$ cat src/rtl/brs_pkg.sv
package brs_pkg;

    localparam int CFG_IDX_W  = 2;
    localparam int CFG_DATA_W = 9;
    localparam int ADDR_W     = 16;
    localparam int COLOR_W    = 24;
    localparam int COORD_W    = 10;
    localparam int ZOOM_W     = 5;
    localparam int SIZE_REG_W = 9;

    localparam logic [CFG_IDX_W-1:0] CFG_SRC_WIDTH  = 2'd0;
    localparam logic [CFG_IDX_W-1:0] CFG_SRC_HEIGHT = 2'd1;
    localparam logic [CFG_IDX_W-1:0] CFG_ZOOM_LEVEL = 2'd2;

    localparam logic FUNC_LOAD   = 1'b0;
    localparam logic FUNC_RENDER = 1'b1;

    localparam int QUEUE_DEPTH = 4;

    // scaled size = size * (ZOOM_BIAS + zoom) / 10, the tenth taken by reciprocal
    localparam int ZOOM_BIAS   = 9;
    localparam int TENTH_DIV   = 10;
    localparam int RECIP_MUL   = 52428;
    localparam int RECIP_SHIFT = 19;

    localparam logic [SIZE_REG_W-1:0] RST_SRC_WIDTH  = 9'd256;
    localparam logic [SIZE_REG_W-1:0] RST_SRC_HEIGHT = 9'd256;
    localparam logic [ZOOM_W-1:0]     RST_ZOOM_LEVEL = 5'd1;

    typedef struct packed {
        logic [SIZE_REG_W-1:0] src_width;
        logic [SIZE_REG_W-1:0] src_height;
        logic [ZOOM_W-1:0]     zoom_level;
    } t_cfg;

    typedef struct packed {
        logic               is_render;
        logic               wr_en;
        logic [ADDR_W-1:0]  addr;
        logic [COLOR_W-1:0] color;
        logic [COORD_W-1:0] ox;
        logic [COORD_W-1:0] oy;
    } t_item;

endpackage

$ cat src/rtl/brs_front.sv
module brs_front import brs_pkg::*; #(
    parameter int STORE_DEPTH = 65536
) (
    input  logic               i_clk,
    input  logic               i_rst_n,
    input  logic               i_push,
    input  logic               i_func,
    input  logic [ADDR_W-1:0]  i_load_addr,
    input  logic [COLOR_W-1:0] i_load_color,
    input  logic [COORD_W-1:0] i_out_x,
    input  logic [COORD_W-1:0] i_out_y,
    output logic               o_full,
    input  logic               i_take,
    output logic               o_vld,
    output t_item              o_item
);

    localparam int PW = $clog2(QUEUE_DEPTH);

    t_item         r_q [QUEUE_DEPTH];
    logic [PW-1:0] r_wp;
    logic [PW-1:0] r_rp;
    logic [PW:0]   r_cnt;
    logic          push_ok;
    logic          take_ok;
    t_item         n_item;

    assign o_full  = (r_cnt == (PW+1)'(QUEUE_DEPTH));
    assign o_vld   = (r_cnt != '0);
    assign push_ok = i_push && !o_full;
    assign take_ok = i_take && o_vld;

    // classify: loads beyond the store are marked here so they never write
    always_comb begin
        n_item.is_render = (i_func == FUNC_RENDER);
        n_item.wr_en     = (i_func == FUNC_LOAD) &&
                           ({16'd0, i_load_addr} < 32'(STORE_DEPTH));
        n_item.addr      = i_load_addr;
        n_item.color     = i_load_color;
        n_item.ox        = i_out_x;
        n_item.oy        = i_out_y;
    end

    always_ff @(posedge i_clk) begin
        if (!i_rst_n) begin
            r_wp  <= '0;
            r_rp  <= '0;
            r_cnt <= '0;
        end else begin
            if (push_ok) begin
                r_wp <= r_wp + 1'b1;
            end
            if (take_ok) begin
                r_rp <= r_rp + 1'b1;
            end
            r_cnt <= r_cnt + (PW+1)'(push_ok) - (PW+1)'(take_ok);
        end
    end

    always_ff @(posedge i_clk) begin
        if (push_ok) begin
            r_q[r_wp] <= n_item;
        end
    end

    assign o_item = r_q[r_rp];

endmodule

$ cat config.mk
export PLATFORM = sky130hd
export DESIGN_NAME = brs_front
export DESIGN_NICKNAME = d
export VERILOG_FILES = /design/src/rtl/brs_pkg.sv /design/src/rtl/brs_front.sv
export SDC_FILE = /design/constraint.sdc
export NUM_CORES = 1
export LEC_CHECK = 0
export BUFFER_PORTS_ARGS = -buffer_cell sky130_fd_sc_hd__buf_2
export CORE_ASPECT_RATIO = 1.4
export CORE_MARGIN = 3
export CORE_UTILIZATION = 30
export DETAILED_ROUTE_END_ITERATION = 12
export SLEW_MARGIN = 20
export SYNTH_ARGS = -nofsm -noshare
export SYNTH_HDL_FRONTEND = slang
export SYNTH_SLANG_ARGS = --single-unit
$ cat constraint.sdc
create_clock -name i_clk -period 5.1 [get_ports i_clk]
set_input_delay 0.51 -clock i_clk [delete_from_list [all_inputs] [get_ports i_clk]]
set_output_delay 0.51 -clock i_clk [all_outputs]
set_load 0.03 [all_outputs]
### After elaboration in Yosys (flattened, before gate mapping)

Memories as Yosys holds them, arrays and structs flattened. A register that Yosys moved wholly into a read port is not among the register bits.
Cells that the tools add are included.

| operators by class | value |
|---|---|
| multiplexer cells | 4 |
| equality and inequality tests | 1 |
| add/subtract/negate cells | 4 |
| bitwise operators | 1 |
| reductions and logical operators | 4 |

Operators by type and width:

| kind | count |
|---|---|
| 2-bit by 1-bit adder with 2-bit output, second input constant | 2 |
| 2-bit two-way mux | 2 |
| 3-bit by 1-bit adder with 3-bit output | 1 |
| 3-bit equality test, second input constant | 1 |
| 3-bit nonzero test | 1 |
| 3-bit by 1-bit subtractor with 3-bit output | 1 |
| 1-bit logical AND | 2 |
| 1-bit two-way mux | 2 |
| 1-bit logical NOT | 1 |
| 1-bit inverter | 1 |

| word-level totals | value |
|---|---|
| flip-flop bits (word level) | 7 |
| memories | 1 |
| output and inout port bits | 64 |
| bits in writable memories | 248 |
| input port bits | 65 |
| logic and storage cells | 18 |

Memories:

| memory | words | bits a word | read ports | clocked after memory_dff | wr ports | RTL line | text |
|---|---|---|---|---|---|---|---|
| r_q | 4 | 62 | 1 | 1 | 1 | brs_front.sv:20 | `t_item r_q [QUEUE_DEPTH];` |

### Logic depth before layout (Yosys ltp)

Gate-level depths: netlist (run 1).

| logic depth | value |
|---|---|
| word-level depth | 5 |
| gate-level depth with buffers | 12 |
| depth with buffers taken out | 11 |

### Worst setup path after synthesis (run 1)

No wires, ideal clock.

| timing | value |
|---|---|
| path type | register to register |
| start point | register r_cnt[1] |
| end point | memory r_q[0][0] (netlist bit) (enable) |
| library setup time | 427 ps |
| buffers on the path | 1 |
| data arrival time | 2336 ps |
| stages on the path, launching flop included | 5 |
| clock period less this slack | 2762 ps |
| required time | 4673 ps |
| path slack | 2338 ps |
| cells stage by stage | dfxtp_1 > nor3b_2 > nor2b_1 > buf_2 > and2_1 |

| between the ends | value |
|---|---|
| word-level cells in the longest chain between the ends | 5 |

RTL lines:

| element | RTL line | text |
|---|---|---|
| start: declaration | brs_front.sv:23 | `logic [PW:0] r_cnt;` |
| start signal: assignment | brs_front.sv:56 | `r_cnt <= r_cnt + (PW+1)'(push_ok) - (PW+1)'(take_ok);` |
| 3-bit equality test | brs_front.sv:28 | `assign o_full = (r_cnt == (PW+1)'(QUEUE_DEPTH));` |
| net o_full | brs_front.sv:12 | `output logic o_full,` |
| 1-bit logical NOT | brs_front.sv:30 | `assign push_ok = i_push && !o_full;` |
| 1-bit logical AND | brs_front.sv:30 |  |
| 1-bit two-way mux | brs_front.sv:61 | `if (push_ok) begin` |
| 1-bit two-way mux (not written as such) | brs_front.sv:62 | `r_q[r_wp] <= n_item;` |
| end: declaration | brs_front.sv:20 |  |

The timed path passes the listed nets, and every way through them passes these cells.

==> results_dict.tcl, run 1 <==
set metrics [dict create \
    ant_nets 0 \
    synth.distinct_cells 20 \
    timing.hold.ws_ps 206 \
    place_area_um2 10500 \
    wl_um 17400 \
    worstPathMaxFanout 43 \
    fmax_ghz 0.309 \
    finalMaxSlewViolations 0 \
    crit_family "flip-flops" \
    rsz0062_at_grt "false" \
    avgSynthCellArea_um2 25.5 \
    drv_cap 0 \
    htree_levels 1 \
    synthCells 373 \
    outcome "completed" \
    path_class "reg2out" \
    antenna_cells 0 \
    die_h_um 217 \
    postCtsSetupBuffers 0 \
    critPathArrivalTime_ps 2730 \
    portBuffers 128 \
    io_pins 129 \
    r2r_slack_ps 2490 \
    setup_viol 0 \
    drive_gt1_frac 0.439 \
    cp_slowest_cell "dfxtp_4" \
    max_stage_delay_ps 940 \
    syn_nets 445 \
    dpl.hpwl_um 10100 \
    ys_seq_area_frac 0.803 \
    multiInputGateArea_um2 1680 \
    place_congestion 0.684 \
    rows 76 \
    cts.repair.resized 0 \
    grt_overflow 0 \
    path_clk_slew_ps 60 \
    design_area_um2 11300 \
    cp-start-kind "flop" \
    cts_buffer_depth 3 \
    worstPathRequired_ps 4590 \
    drc_errors 0 \
    grt_pass1_wl_um 27000 \
    fin_nets 585 \
    ctsHoldBuffers 0 \
    first_iter_violations 160 \
    ys_seq_elements 257 \
    antenna_found_initial 2 \
    track_usage 0.104 \
    period_minus_slack_ps 3240 \
    peakVddDrop_v 0.000338 \
    regArea_um2 7630 \
    p_leak_nw 3.71 \
    num_vias 4179 \
    cts_sinks 257 \
    nFillCells 2860 \
    fin_total_pwr_w 0.00588 \
    worst_pin_slew_ps 1040 \
    die_w_um 156 \
    fin_tns_setup_ps 0 \
    syn2layout_area_growth_pct 18.5 \
    busiest_layer "met2" \
    first_global_vias 4659 \
    endpoint_kind "output port" \
    syn_area_um2 9500 \
    post_drt_wl_per_cell_um 18.9 \
    start_util 0.306 \
    utilization 0.363 \
    slew_headroom 0.306 \
    skew_ps 7.33 \
    dr.pass1.iters 4 \
    coreArea_um2 31000 \
    fin_crit_sh 0.636 \
    ys_warn_count 0 \
    numCtsBuffers 25 \
    cts_root_buffer "clkbuf_16" \
    dieArea_um2 33900 \
    grt_use_met3 0.0278 \
    worst_hold_path_type "in2reg" \
    hold_viol 0 \
    vias_per_cell 4.54 \
    insertion_delay_ps 520 \
    cp_cell_sequence "buf_4, mux4_2, buf_2" \
    p_per_area_nw_per_um2 523 \
    cts_tree "done" \
    grt_start_max_net_pins 63 \
    worst-path-buf-inv 2 \
    use_met2 0.175 \
    grtUsageMet1 0.128 \
]
-- layer usage --
layer | up-vias | wire length (um)
li1 | 1857 | -
met1 | 2168 | 6950
met2 | 113 | 8760
met3 | 37 | 1130
met4 | 4 | 507
met5 | - | 25
-- per-stage QoR --
stage | setup WS [ps] | cells
after floorplan | 2340 | 373
after global placement | 2300 | 876
after detailed placement | 2270 | 876
after CTS | 1700 | 921
after global routing | 1560 | 921
final | 1860 | 921
-- cell usage in the layout (no fill, tap or decap) --
| cell type | count |
|---|---|
| inv_1 | 6 |
| clkinvlp_4 | 5 |
| nor3b_2 | 1 |
| buf_2 | 128 |
| and2_1 | 3 |
| nand2_1 | 4 |
| buf_4 | 1 |
| ha_1 | 6 |
| mux4_2 | 60 |
| dfxtp_4 | 2 |
| nor2b_1 | 4 |
| mux2i_1 | 2 |
| edfxtp_1 | 248 |
| clkinv_2 | 5 |
| dfxtp_1 | 7 |
| and2_4 | 4 |
| or3_1 | 1 |
| clkbuf_16 | 25 |
| mux4_1 | 2 |
| bufinv_16 | 2 |
| fa_1 | 1 |
| clkinv_1 | 6 |
| clkbuf_1 | 2 |
| o311ai_1 | 1 |
| xnor2_1 | 4 |
| o31a_1 | 1 |
-- path summary, 6_finish.rpt --
kind | start | to | depth (start not counted)
min reg2reg | r_wp[1] | r_wp[1] | 2
max | flop | o_item[39] | 3
max reg2reg | r_cnt[1] | r_cnt[2] | 11
min | i_load_color[5] | r_q[2][25] | 1
-- power breakdown --
part	switching, W	total (W)	leakage, nW	internal [W]
clock network	0.000742	0.00174	0.368	0.000997
registers	0.000178	0.00274	2.35	0.00257
logic	0.000847	0.00140	0.990	0.000555
-- flip-flops by register name (all words and copies together) (netlist names), named ones only --
register and count:
r_cnt 3, r_q 248, r_rp 2, r_wp 2
-- final cells by class --
type                    count  area share
clock buffers              27      0.0562
clock inverters            18      0.0129
inverters                   6     0.00200
multi-input cells          94       0.150
flip-flops and latches    257       0.678
well taps                 390      0.0434
repair buffers            129      0.0576
-- logic make-up after synthesis --
kind of cell	Yosys count	synth area share
flops	257	0.803
mux	64	0.150
buf+inv	22	0.0207
compound gates	2	0.00184
xor+xnor	4	0.00369
simple gates	17	0.0108
fa+ha+maj	7	0.0100
-- cell usage after synthesis (all sizes together) --
cell type,instances,share of area
o31a,1,0.00092
clkbuf,2,0.00079
inv,6,0.0024
fa,1,0.0021
or3,1,0.00066
dfxtp,9,0.019
xnor2,4,0.0037
edfxtp,248,0.78
nand2,4,0.0016
nor2b,4,0.0026
buf,14,0.018
mux2i,2,0.0021
ha,6,0.0079
and2,7,0.0046
nor3b,1,0.0013
mux4,62,0.15
o311ai,1,0.00092
No activity file was read; power rests on OpenSTA's default activity.
==> run 2: changes to the inputs <==
==> constraint.sdc (replaced) <==
create_clock -name i_clk -period 2.6 [get_ports i_clk]
set_input_delay 0.26 -clock i_clk [delete_from_list [all_inputs] [get_ports i_clk]]
set_output_delay 0.26 -clock i_clk [all_outputs]
set_load 0.03 [all_outputs]
==> run 2 against run 1 <==
Compared with the run above: sequential power rose by 90%; worst setup slack got worse by 1600 ps; clock skew rose by 3.9 ps; register-to-register slack got worse by 2200 ps; clock-buffer cell count rose by 9; critical path depth did not move; non-clock buffer count rose by 81; largest power group unchanged.
==> results_dict.tcl, run 2 (synthesis results as in run 1) <==
set metrics [dict create \
    worstPathMaxFanout 31 \
    largest_register_ffs 248 \
    fin_nets 667 \
    whs_path_depth 2 \
    p_leak_nw 4.14 \
    first_global_vias 5127 \
    period_minus_slack_ps 2340 \
    worst_pin_slew_ps 558 \
    drc_errors 0 \
    portBuffers 128 \
    post_drt_wl_per_cell_um 18.6 \
    dpl.hpwl_um 11200 \
    top_regs "r_q: 248 flops, r_cnt: 3 flops" \
    design_area_um2 12200 \
    mostFrequentLayoutCells "edfxtp_1, buf_2, dlygate4sd3_1, mux4_2, clkbuf_16" \
    cts_tree "done" \
    coreArea_um2 31000 \
    nFillCells 2794 \
    start_util 0.306 \
    drive_gt1_frac 0.413 \
    skew_ps 11.3 \
    grt_start_max_net_pins 34 \
    htree_levels 1 \
    drv_cap 0 \
    peakVddDrop_v 0.000490 \
    rows 76 \
    endpoint_kind "output port" \
    cts_root_buffer "clkbuf_16" \
    fin_tns_setup_ps 0 \
    grt_pass1_wl_um 28800 \
    timing.rr.start "r_cnt[1]" \
    place_area_um2 10600 \
    grt_overflow 0 \
    rr_worst_depth 11 \
    hold_viol 0 \
    num_vias 4444 \
    io_pins 129 \
    p_per_area_nw_per_um2 1000 \
    multiInputGateArea_um2 1680 \
    track_usage 0.110 \
    antenna_found_initial 3 \
    cts.repair.resized 0 \
    path_clk_slew_ps 60 \
    outcome "completed" \
    slew_headroom 0.628 \
    vias_per_cell 4.43 \
    place_congestion 0.682 \
    wl_um 18600 \
    die_w_um 156 \
    hold_start "i_rst_n" \
    ant_nets 0 \
    cts_buffer_depth 3 \
    regMostFlops "r_q" \
    syn2layout_area_growth_pct 28.1 \
    layout_commonest_cell "edfxtp_1" \
    die_h_um 217 \
    worst_hold_path_type "in2reg" \
    fin_crit_sh 0.901 \
    regArea_um2 7630 \
    insertion_delay_ps 530 \
    dr.pass1.iters 4 \
    numCtsBuffers 26 \
    path_class "reg2out" \
    rsz0062_at_grt "false" \
    setup_viol 0 \
    cp-start-kind "flop" \
    critPathArrivalTime_ps 2080 \
    dieArea_um2 33900 \
    first_iter_violations 213 \
    fmax_ghz 0.427 \
    worstPathRequired_ps 2340 \
    cts_sinks 257 \
    finalMaxSlewViolations 0 \
]
-- run 2: worst max-delay path, cell delays in order, from the launching register on --
cell and delay (ps):
dfxtp_4 460, buf_12 290, mux4_2 560, buf_2 210
-- run 2: report_power, final --
| part | switching, W | internal (W) | leakage (nW) |
|---|---|---|---|
| Sequential | 0.000180 | 0.00503 | 2.35 |
| Clock | 0.00147 | 0.00234 | 0.436 |
| Combinational | 0.00190 | 0.00128 | 1.36 |
-- run 2: per-layer routing --
| metal | global-route usage | part of all wire | vias to the layer above |
|---|---|---|---|
| met2 | 0.203 | 0.55 | 103 |
| met4 | 0.0394 | 0.028 | 4 |
| met3 | 0.0206 | 0.045 | 40 |
| met1 | 0.126 | 0.38 | 2281 |
| li1 | - | - | 2016 |
| met5 | 0 | 0.00086 | - |
-- run 2: final timing paths --
check	slack (ps)	to
min	60	r_rp[0]
max	260	o_item[11]
min reg2reg	510	r_wp[1]
max reg2reg	270	r_cnt[2]
-- run 2: final cells by class --
cell class / instances / area share
Sequential cell: 257 / 0.627
Multi-Input combinational cell: 94 / 0.138
Timing Repair Buffer: 210 / 0.119
Clock buffer: 36 / 0.0626
Tap cell: 390 / 0.0401
Clock inverter: 10 / 0.0105
Inverter: 6 / 0.00185
Antenna cell: 1 / 0.000206
-- run 2: per-stage QoR --
step	hold WS [ps]	total power [W]	cells	utilization	worst slack [ps]
floorplan	359	0.00759	373	-	130
global placement	469	0.00834	888	0.342	466
detailed placement	477	0.00843	888	0.342	266
CTS	30.9	0.0124	995	0.390	44.6
global route	59.5	0.0128	1004	0.393	121
finish	58.6	0.0122	1004	0.393	257
-- run 2: timing repair --
item,4_1_cts,5_1_grt
endpoints found under the hold margin,244,0
hold buffers,61,0
setup endpoints to repair,0,1
setup buffers,0,8
==> run 3: changes to the inputs <==
--- a/config.mk
+++ b/config.mk
@@ -10,6 +10,7 @@
 export CORE_MARGIN = 3
 export CORE_UTILIZATION = 30
 export DETAILED_ROUTE_END_ITERATION = 12
+export PLACE_DENSITY = 0.57
 export SLEW_MARGIN = 20
 export SYNTH_ARGS = -nofsm -noshare
 export SYNTH_HDL_FRONTEND = slang
==> run 3 against run 2 <==
Compared with the run above: critical path depth is the same; sequential power about the same; maximum frequency fell by 1.5%; largest cell class unchanged; cell count fell by 1.0%; register-to-register slack better by 50 ps; first-iteration DRC count grew 12%; utilization decreased by 0.18 points; hold slack better by 15 ps; die area unchanged; via count rose by 0.92%; critical endpoint is now o_item[23]; clock-buffer cell count shrank 2.
==> results_dict.tcl, run 3 (synthesis results as in run 1) <==
set metrics [dict create \
    post_drt_wl_per_cell_um 19.0 \
    max_stage_delay_ps 660 \
    first_global_vias 5138 \
    period_minus_slack_ps 2380 \
    syn2layout_area_growth_pct 27.5 \
    worst-path-buf-inv 2 \
    cp_slowest_cell "dfxtp_4" \
    drv_cap 0 \
    p_seq_frac 0.430 \
    clkPwrFrac 0.306 \
    top_regs "r_q: 248 flops, r_cnt: 3 flops" \
    rsz0062_at_grt "false" \
    cts.repair.resized 0 \
    path_class "reg2out" \
    instances_no_fill 994 \
    critPathArrivalTime_ps 2120 \
    cts_root_buffer "clkbuf_16" \
    path_clk_slew_ps 60 \
    rows 76 \
    dpl.cell_count 886 \
    drc_errors 0 \
    finalMaxSlewViolations 0 \
    antenna_found_initial 1 \
    sw_frac_of_total 0.297 \
    worstPathMaxFanout 34 \
    p_leak_nw 4.07 \
    insertion_delay_ps 520 \
    fmax_ghz 0.420 \
    p_per_area_nw_per_um2 995 \
    grt_start_max_net_pins 44 \
    power_frac_comb 0.264 \
    cts_tree "done" \
    die_w_um 156 \
    fin_tns_setup_ps 0 \
    postCtsSetupBuffers 0 \
    ctsHoldBuffers 61 \
    dr.pass1.iters 4 \
    worst_hold_path_type "in2reg" \
    start_util 0.306 \
    regMostFlops "r_q" \
    ant_nets 0 \
    outcome "completed" \
    htree_levels 1 \
    slew_headroom 0.667 \
    worstPathRequired_ps 2340 \
    first_iter_violations 238 \
    timing.hold.ws_ps 74.1 \
    io_pins 129 \
    utilization 0.391 \
    mostFrequentLayoutCells "edfxtp_1, buf_2, dlygate4sd3_1, mux4_2, clkbuf_16" \
    layout_commonest_cell "edfxtp_1" \
    dpl.hpwl_um 11700 \
    numCtsBuffers 26 \
    regArea_um2 7630 \
    die_h_um 217 \
    fin_crit_sh 0.915 \
    vias_per_cell 4.51 \
    cp-start-kind "flop" \
    fin_nets 657 \
    hold_viol 0 \
    nFillCells 2756 \
    drive_gt1_frac 0.404 \
    skew_ps 10.8 \
    crit_family "flip-flops" \
    portBuffers 128 \
    antenna_cells 0 \
    track_usage 0.112 \
    largest_register_ffs 248 \
    pre_cts_ws_ps 281 \
    cp_cell_sequence "buf_12, mux4_2, buf_2" \
    p_sw_w 0.00358 \
    setup_ws_ps 221 \
    dieArea_um2 33900 \
    multiInputGateArea_um2 1680 \
    setup_viol 0 \
    internal_power_w 0.00847 \
    cts_sinks 257 \
    coreArea_um2 31000 \
    endpoint_kind "output port" \
    cts_buffer_depth 3 \
    wl_um 18900 \
    worst_pin_slew_ps 500 \
    grt_overflow 0 \
    place_congestion 0.693 \
    peakVddDrop_v 0.000544 \
    num_vias 4485 \
    grt_pass1_wl_um 29000 \
]
-- run 3: cell types whose count changed in the layout (fill, tap and decap cells not counted), sizes merged --
cell / previous run / this run
buf: 149 / 139
clkbuf: 36 / 34
clkinv: 5 / 7
clkinvlp: 0 / 3
diode: 1 / 0
inv: 8 / 6
-- run 3: power groups by stage --
| stage | Clock, W | Combinational [W] | Sequential [W] |
|---|---|---|---|
| 2_1_floorplan | 0 | 0.00240 | 0.00519 |
| 3_3_place_gp | 0 | 0.00316 | 0.00524 |
| 3_5_place_dp | 0 | 0.00320 | 0.00528 |
| 4_1_cts | 0.00381 | 0.00328 | 0.00519 |
| 5_1_grt | 0.00396 | 0.00341 | 0.00522 |
| 6_report | 0.00369 | 0.00318 | 0.00518 |
-- run 3: per-layer routing --
layer	global-route usage	wire length (um)	vias up	part of all wire
met5	0	13	-	0.00069
met4	0.0423	551	2	0.029
met3	0.0178	769	43	0.041
met2	0.209	10600	107	0.56
met1	0.125	7040	2330	0.37
li1	-	-	2003	-
-- run 3: path summary, 6_finish.rpt --
check             cells past startpoint  startpoint    endpoint  slack (ps)
hold / removal                        2     i_rst_n        flop          70
hold reg to reg                       2     r_wp[0]     r_wp[0]         500
setup / recovery                      3        flop  o_item[23]         220
setup reg to reg                     11    r_cnt[1]    r_cnt[2]         320
-- run 3: cell type report --
class	count	share of cell area
clock inverters	13	0.0132
clock buffers	34	0.0579
inverters	6	0.00186
flip-flops and latches	257	0.630
well taps	390	0.0403
multi-input cells	94	0.139
repair buffers	200	0.117
-- run 3: stage by stage --
stage	total power, W	cell area, um^2
after floorplan	0.00759	9500
after global placement	0.00839	10600
after detailed placement	0.00848	10600
after CTS	0.0123	12100
after global routing	0.0126	12100
final	0.0120	12100
